[config.mk]
export PLATFORM = sky130hd
export DESIGN_NAME = dns_name_label_encoder_unit
export DESIGN_NICKNAME = d
export VERILOG_FILES = /design/src/rtl/dnle_pkg.sv /design/src/rtl/dnle_encoder.sv /design/src/rtl/dnle_res_fifo.sv /design/src/rtl/dns_name_label_encoder_unit.sv
export SDC_FILE = /design/constraint.sdc
export NUM_CORES = 1
export LEC_CHECK = 0
export ABC_AREA = 1
export BUFFER_PORTS_ARGS = -buffer_cell sky130_fd_sc_hd__buf_4
export CORE_MARGIN = 2
export CORE_UTILIZATION = 54
export CTS_CLUSTER_DIAMETER = 60
export DETAILED_ROUTE_END_ITERATION = 10
export GPL_TIMING_DRIVEN = 0
export HOLD_SLACK_MARGIN = 0.08
export PLACE_DENSITY = 0.71
export SLEW_MARGIN = 10
export SYNTH_ARGS = -nofsm -noshare
export SYNTH_HDL_FRONTEND = slang
export SYNTH_HIERARCHICAL = 1
export SYNTH_SLANG_ARGS = --single-unit
[constraint.sdc]
create_clock -name clk_i -period 5.07 [get_ports clk_i]
set_clock_uncertainty 0.1 [all_clocks]
set_input_delay 1.2675 -clock clk_i [delete_from_list [all_inputs] [get_ports clk_i]]
set_output_delay 1.2675 -clock clk_i [all_outputs]
set_load 0.02 [all_outputs]
[src/rtl/dnle_pkg.sv]
package dnle_pkg;

  localparam logic [7:0] SEPARATOR     = 8'h2E;
  localparam logic [7:0] NAME_MAX_LEN  = 8'd253;
  localparam logic [7:0] LEN_SATURATE  = 8'd254;
  localparam logic [5:0] LABEL_MAX_LEN = 6'd63;

  // result queue geometry
  localparam int unsigned FifoDepth = 8;
  localparam int unsigned PtrW      = $clog2(FifoDepth);
  localparam int unsigned MaxPush   = 3;

  typedef enum logic [1:0] {
    ST_OK        = 2'd0,
    ST_TOO_LONG  = 2'd1,
    ST_BAD_LABEL = 2'd2
  } status_e;

  typedef struct packed {
    logic [7:0] out_byte;
    logic [7:0] out_offset;
    logic       store;
    logic       done_res;
    status_e    status;
  } res_t;

  // results of one character, in delivery order, ents[0] first
  typedef struct packed {
    logic [1:0]         n;
    res_t [MaxPush-1:0] ents;
  } push_t;

endpackage

[src/rtl/dnle_encoder.sv]
module dnle_encoder import dnle_pkg::*; (
  input  logic       clk_i,
  input  logic       rst_ni,
  input  logic       fire_i,
  input  logic [7:0] name_char_i,
  input  logic       name_end_i,
  output push_t      push_o
);

  logic [7:0] label_base_q, label_base_d;
  logic [5:0] label_count_q, label_count_d;
  logic [1:0] dot_run_q, dot_run_d;
  logic [7:0] strip_len_q, strip_len_d;
  logic       label_fault_q, label_fault_d;
  logic       len_fault_q, len_fault_d;

  always_comb begin
    logic       is_dot;
    logic       clean;
    logic [1:0] k;
    res_t       r;
    logic [7:0] term;

    push_o        = '0;
    k             = 2'd0;
    r             = '0;
    term          = '0;
    is_dot        = (name_char_i == SEPARATOR);
    clean         = !label_fault_q && !len_fault_q;
    label_base_d  = label_base_q;
    label_count_d = label_count_q;
    dot_run_d     = dot_run_q;
    label_fault_d = label_fault_q;
    len_fault_d   = len_fault_q;
    strip_len_d   = (strip_len_q < LEN_SATURATE) ? strip_len_q + 8'd1 : strip_len_q;

    if (is_dot) begin
      if (clean) begin
        if (label_count_q != '0) begin
          r = '{out_byte: {2'b00, label_count_q}, out_offset: label_base_q,
                store: 1'b1, done_res: 1'b0, status: ST_OK};
          push_o.ents[k] = r;
          k = k + 2'd1;
          label_base_d  = label_base_q + {2'b00, label_count_q} + 8'd1;
          label_count_d = '0;
          dot_run_d     = 2'd1;
        end else if (dot_run_q < 2'd2) begin
          dot_run_d = dot_run_q + 2'd1;
        end
      end
    end else begin
      if (strip_len_d > NAME_MAX_LEN) len_fault_d = 1'b1;
      if (!label_fault_q) begin
        // empty label: after a double dot or after leading dots
        if (label_count_q == '0 && dot_run_q != '0 &&
            (dot_run_q >= 2'd2 || label_base_q == '0))
          label_fault_d = 1'b1;
        if (label_count_q >= LABEL_MAX_LEN) label_fault_d = 1'b1;
      end
      if (!label_fault_d && !len_fault_d) begin
        r = '{out_byte: name_char_i,
              out_offset: label_base_q + 8'd1 + {2'b00, label_count_q},
              store: 1'b1, done_res: 1'b0, status: ST_OK};
        push_o.ents[k] = r;
        k = k + 2'd1;
        label_count_d = label_count_q + 6'd1;
        dot_run_d     = '0;
      end
    end

    if (name_end_i) begin
      if (len_fault_d) begin
        r = '{out_byte: '0, out_offset: '0, store: 1'b0, done_res: 1'b1,
              status: ST_TOO_LONG};
      end else if (label_fault_d) begin
        r = '{out_byte: '0, out_offset: '0, store: 1'b0, done_res: 1'b1,
              status: ST_BAD_LABEL};
      end else begin
        term = label_base_d;
        if (label_count_d != '0) begin
          push_o.ents[k] = '{out_byte: {2'b00, label_count_d}, out_offset: label_base_d,
                             store: 1'b1, done_res: 1'b0, status: ST_OK};
          k = k + 2'd1;
          term = label_base_d + 8'd1 + {2'b00, label_count_d};
        end
        r = '{out_byte: '0, out_offset: term, store: 1'b1, done_res: 1'b1,
              status: ST_OK};
      end
      push_o.ents[k] = r;
      k = k + 2'd1;
      label_base_d  = '0;
      label_count_d = '0;
      dot_run_d     = '0;
      strip_len_d   = '0;
      label_fault_d = 1'b0;
      len_fault_d   = 1'b0;
    end

    push_o.n = fire_i ? k : 2'd0;
  end

  always_ff @(posedge clk_i or negedge rst_ni) begin
    if (!rst_ni) begin
      label_base_q  <= '0;
      label_count_q <= '0;
      dot_run_q     <= '0;
      strip_len_q   <= '0;
      label_fault_q <= 1'b0;
      len_fault_q   <= 1'b0;
    end else if (fire_i) begin
      label_base_q  <= label_base_d;
      label_count_q <= label_count_d;
      dot_run_q     <= dot_run_d;
      strip_len_q   <= strip_len_d;
      label_fault_q <= label_fault_d;
      len_fault_q   <= len_fault_d;
    end
  end

endmodule

[src/rtl/dnle_res_fifo.sv]
module dnle_res_fifo import dnle_pkg::*; (
  input  logic  clk_i,
  input  logic  rst_ni,
  input  push_t push_i,
  output logic  room_o,
  output logic  valid_o,
  input  logic  ready_i,
  output res_t  head_o
);

  res_t          mem_q [FifoDepth];
  logic [PtrW-1:0] wr_ptr_q, wr_ptr_d;
  logic [PtrW-1:0] rd_ptr_q, rd_ptr_d;
  logic [PtrW:0]   count_q, count_d;
  logic            pop;

  // room for a worst-case burst, ignoring a pop in the same cycle
  assign room_o  = (count_q <= (PtrW + 1)'(FifoDepth - MaxPush));
  assign valid_o = (count_q != '0);
  assign head_o  = mem_q[rd_ptr_q];
  assign pop     = valid_o && ready_i;

  always_comb begin
    wr_ptr_d = wr_ptr_q + PtrW'(push_i.n);
    rd_ptr_d = rd_ptr_q + PtrW'(pop);
    count_d  = count_q + (PtrW + 1)'(push_i.n) - (PtrW + 1)'(pop);
  end

  always_ff @(posedge clk_i) begin
    for (int i = 0; i < MaxPush; i++) begin
      if (2'(i) < push_i.n) mem_q[PtrW'(wr_ptr_q + PtrW'(i))] <= push_i.ents[i];
    end
  end

  always_ff @(posedge clk_i or negedge rst_ni) begin
    if (!rst_ni) begin
      wr_ptr_q <= '0;
      rd_ptr_q <= '0;
      count_q  <= '0;
    end else begin
      wr_ptr_q <= wr_ptr_d;
      rd_ptr_q <= rd_ptr_d;
      count_q  <= count_d;
    end
  end

endmodule

[src/rtl/dns_name_label_encoder_unit.sv]
// Streaming encoder from a dotted domain name to DNS wire-form label bytes.
// Input channel: one name character per transfer (name_char_i, with
// name_end_i high on the last one). Output channel: one byte write per
// transfer (out_byte_o at out_offset_o when store_o is high); the last
// result of every name carries done_res_o and status_o (ok, too long,
// bad label). A character yields zero to three results.
// A character taken is held in the input register, is encoded from there
// into an 8-entry result queue once the queue has room, and its first
// result is then offered from the head of that queue.
// Throughput: one character per cycle while the queue holds five or fewer
// results; the queue drains one result per cycle while out_ready_i is high,
// so names whose steps produce several results are paced by the output side.
// Receiver stall: results wait in the queue and the input register keeps
// taking characters until the queue lacks space for a full three-result
// burst; then in_ready_o drops until results are drained.
// Reset: clears label state, fault flags, input register and queue; the
// block is ready for a new name at once.
module dns_name_label_encoder_unit import dnle_pkg::*; (
  input  logic       clk_i,
  input  logic       rst_ni,
  input  logic       in_valid_i,
  output logic       in_ready_o,
  input  logic [7:0] name_char_i,
  input  logic       name_end_i,
  output logic       out_valid_o,
  input  logic       out_ready_i,
  output logic [7:0] out_byte_o,
  output logic [7:0] out_offset_o,
  output logic       store_o,
  output logic       done_res_o,
  output logic [1:0] status_o
);

  // input register
  logic       in_vld_q, in_vld_d;
  logic [7:0] char_q;
  logic       end_q;

  logic  room;
  logic  fire;
  push_t push;
  res_t  head;

  // the registered character is encoded once the queue can take its burst
  assign fire       = in_vld_q && room;
  assign in_ready_o = !in_vld_q || room;

  always_comb begin
    in_vld_d = in_vld_q;
    if (in_valid_i && in_ready_o) in_vld_d = 1'b1;
    else if (fire)                in_vld_d = 1'b0;
  end

  always_ff @(posedge clk_i or negedge rst_ni) begin
    if (!rst_ni) begin
      in_vld_q <= 1'b0;
    end else begin
      in_vld_q <= in_vld_d;
    end
  end

  always_ff @(posedge clk_i) begin
    if (in_valid_i && in_ready_o) begin
      char_q <= name_char_i;
      end_q  <= name_end_i;
    end
  end

  dnle_encoder u_enc (
    .clk_i       (clk_i),
    .rst_ni      (rst_ni),
    .fire_i      (fire),
    .name_char_i (char_q),
    .name_end_i  (end_q),
    .push_o      (push)
  );

  dnle_res_fifo u_fifo (
    .clk_i   (clk_i),
    .rst_ni  (rst_ni),
    .push_i  (push),
    .room_o  (room),
    .valid_o (out_valid_o),
    .ready_i (out_ready_i),
    .head_o  (head)
  );

  assign out_byte_o   = head.out_byte;
  assign out_offset_o = head.out_offset;
  assign store_o      = head.store;
  assign done_res_o   = head.done_res;
  assign status_o     = head.status;

endmodule

==> results_dict.tcl <==
set metrics [dict create \
    outcome "completed" \
    clock_path_buffers 3 \
    worstPathMaxFanout 11 \
    chipWidth_um 172 \
    routedWlPerCell_um 20.1 \
    postSynthAreaPerCell_sq_um 7.27 \
    slew_headroom_pct 49.8 \
    crit_type "register to register" \
    clockRootBuffer "clkbuf_16" \
    cp-start-kind "register" \
    grt_use_total_pct 35.1 \
    rows 61 \
    nets 2235 \
    routed_wl_mm 51.9 \
    synth-seq-cells 206 \
    grt_max_degree 38 \
    m1WireLength_mm 21.1 \
    clk_latency_ns 0.54 \
    fin_util_pct 61.7 \
    port-buffer-count 34 \
    cp-end-kind "register" \
    io_pins 35 \
    cts-hold-fix-buffers 0 \
    slew_violations 0 \
    maxCapViolCount 0 \
    ys.flop_type "edfxtp_1" \
    hold_viol_final 0 \
    hp-class "register to register" \
    crit_required_ns 5.19 \
    antenna_left 0 \
    synth_cell_types 51 \
    p_per_area_nw_per_um2 779 \
    ir_drop_v 0.000558 \
    die_h_um 172 \
    fmax_ghz 0.208 \
    vias 15059 \
    syn_inst 2103 \
    finalSetupViolCount 0 \
    via_per_inst 5.83 \
    die_area_sq_um 29700 \
    clk_pin_slew_worst_paths_ns 0.05 \
    start_util_pct 54.9 \
    final_common_cell "nand2_1" \
    worst_pin_slew_ns 0.753 \
    overflow 0 \
    drive_gt1_share_pct 14.2 \
    top_layer "met4" \
    grt_pass1_wl_mm 79.8 \
    cts.htree.levels 1 \
    hpwl_mm 40.1 \
    fin_crit_sh_pct 94.8 \
    antenna_found_initial 0 \
    drtIter0Drc 1645 \
    critical_path_arrival_ns 4.93 \
    fp.coreArea_sq_um 27900 \
    antenna_cells 0 \
    leakage_nw 8.09 \
    grt_pass1_vias 14337 \
    min_period_ns 4.81 \
    yosys_warnings 6 \
    numCtsBuffers 27 \
    async_flop_share_pct 18.0 \
    hold_slack_ns 0.401 \
    tritoncts "yes" \
    wl_met3_mm 3.87 \
    layout_common_cells "664 x nand2_1, 197 x nand3_1, 175 x nor2_1, 172 x nand4_1, 169 x edfxtp_1" \
    place.gp.congestion 1.01 \
    fillers 2578 \
    dr.pass1.iters 6 \
    clock-sinks 206 \
    synthToLayoutAreaGrowth_pct 12.5 \
    synth_edf_count 169 \
    synth_area_sq_um 15300 \
    yosysSeqAreaShare_pct 39.3 \
    wl_met2_mm 24.7 \
    remaining_drc_errors 0 \
]
final timing paths:
path / startpoint / end / slack (ns) / depth (start not counted)
setup / recovery: u_enc/label_count_q[1]$_DFFE_PN0P_ / u_fifo/mem_q[7][5]$_DFFE_PP_ / 0.26 / 26
hold / removal: u_enc/dot_run_q[0]$_DFFE_PN0P_ / u_enc/dot_run_q[0]$_DFFE_PN0P_ / 0.40 / 2
setup reg to reg: u_enc/label_count_q[1]$_DFFE_PN0P_ / u_fifo/mem_q[7][5]$_DFFE_PP_ / 0.26 / 26
hold reg to reg: u_enc/dot_run_q[0]$_DFFE_PN0P_ / u_enc/dot_run_q[0]$_DFFE_PN0P_ / 0.40 / 2
max in group asynchronous: rst_ni / u_enc/label_count_q[0]$_DFFE_PN0P_ / 3.78 / 1
min in group asynchronous: rst_ni / u_fifo/rd_ptr_q[1]$_DFF_PN0_ / 0.61 / 1
timing repair:
item	4_1_cts	5_1_grt
pin swaps	3	9
setup buffers	0	8
gates cloned	3	2
setup endpoints to repair	266	323
gates resized for setup	26	39
hold endpoints to repair	0	0
critical path, cell delays in order (launching register included):
cell and delay (ns):
dfrtp_1 0.47, inv_2 0.13, ha_1 0.20, nand4_1 0.17
nor2_1 0.06, nand2_1 0.06, nand2_1 0.10, nor2_4 0.23
nand3_4 0.17, inv_4 0.15, nand3_2 0.08, nand2_2 0.17
nand3_1 0.10, nor2_2 0.14, inv_2 0.06, buf_6 0.14
ha_1 0.27, nand2_1 0.12, inv_1 0.08, ha_2 0.30
nor2_4 0.17, inv_2 0.12, nor2_4 0.17, buf_6 0.17
nand3_2 0.11, buf_2 0.24, nand3_4 0.20
per-stage QoR:
stage               TNS (ns)  power (mW)  cell area [sq um]  worst slack [ns]  instances
finish                     0        13.4              17200             0.261       2584
floorplan                  0        8.55              15300             0.505       2113
global placement     -106.54        11.1              16100            -0.707       2525
detailed placement   -123.79        11.2              16100            -0.792       2525
CTS                        0        13.0              17000            0.0347       2575
global route         -0.0282        14.4              17200           -0.0130       2584
area by class of cell:
| class | instances | area, sq um | area share (%) |
|---|---|---|---|
| multi-input combinational | 1571 | 7910 | 46.0 |
| clock buffer | 32 | 704 | 4.10 |
| buffer | 180 | 1060 | 6.16 |
| timing repair buffer | 42 | 315 | 1.83 |
| sequential | 206 | 6000 | 34.9 |
| clock inverter | 17 | 118 | 0.684 |
| tap | 378 | 473 | 2.75 |
| inverter | 158 | 616 | 3.58 |
sequential cells by signal, indices dropped and copies added (netlist names):
register and flops:
in_vld_q 1, u_enc/label_fault_q 1, u_enc/strip_len_q 8, u_enc/label_count_q 6
u_enc/dot_run_q 2, u_enc/len_fault_q 1, end_q 1, u_enc/label_base_q 8
u_fifo/mem_q 160, u_fifo/wr_ptr_q 3, u_fifo/rd_ptr_q 3, u_fifo/count_q 4
char_q 8
synth_stat cells, types with 8 or more instances:
cell type	number	area, sq um
nor2_1	177	664
xnor2_1	8	70.1
xor2_1	9	78.8
clkbuf_1	41	154
buf_4	33	248
buf_2	82	410
ha_1	32	400
buf_6	18	203
o22ai_1	26	163
dfrtp_1	37	926
inv_2	12	45.0
o21ai_1	30	150
nand2_1	670	2510
a21oi_1	30	150
buf_1	9	33.8
nand3_1	206	1030
nand4_1	172	1080
edfxtp_1	169	5070
o21ai_0	128	641
inv_1	143	537
power by group:
part	total, mW	internal, mW	switching (mW)	leakage (nW)
logic	8.65	2.53	6.13	5.67
registers	3.00	2.81	0.191	2.04
clock network	1.75	0.996	0.753	0.381
total	13.4	6.33	7.07	8.09
kinds of logic (layout without fill, tap and decap cells):
family	Yosys count	count (layout)	synth area share [%]
AO/OA/AOI/OAI	236	236	8.42
XOR/XNOR	17	17	0.974
adder cells (fa/ha/maj)	36	36	3.14
buffers and inverters	341	429	10.8
flip-flops	206	206	39.3
other	1	11	0.0245
AND/OR/NAND/NOR	1266	1271	37.4
routing by layer:
| metal | up-vias | global-route usage, % |
|---|---|---|
| met2 | 731 | 59.8 |
| met3 | 147 | 4.30 |
| li1 | 7251 | - |
| met1 | 6930 | 45.1 |
| met4 | 0 | 15.0 |
| met5 | - | 0 |
(Power assumes the default switching activity.)
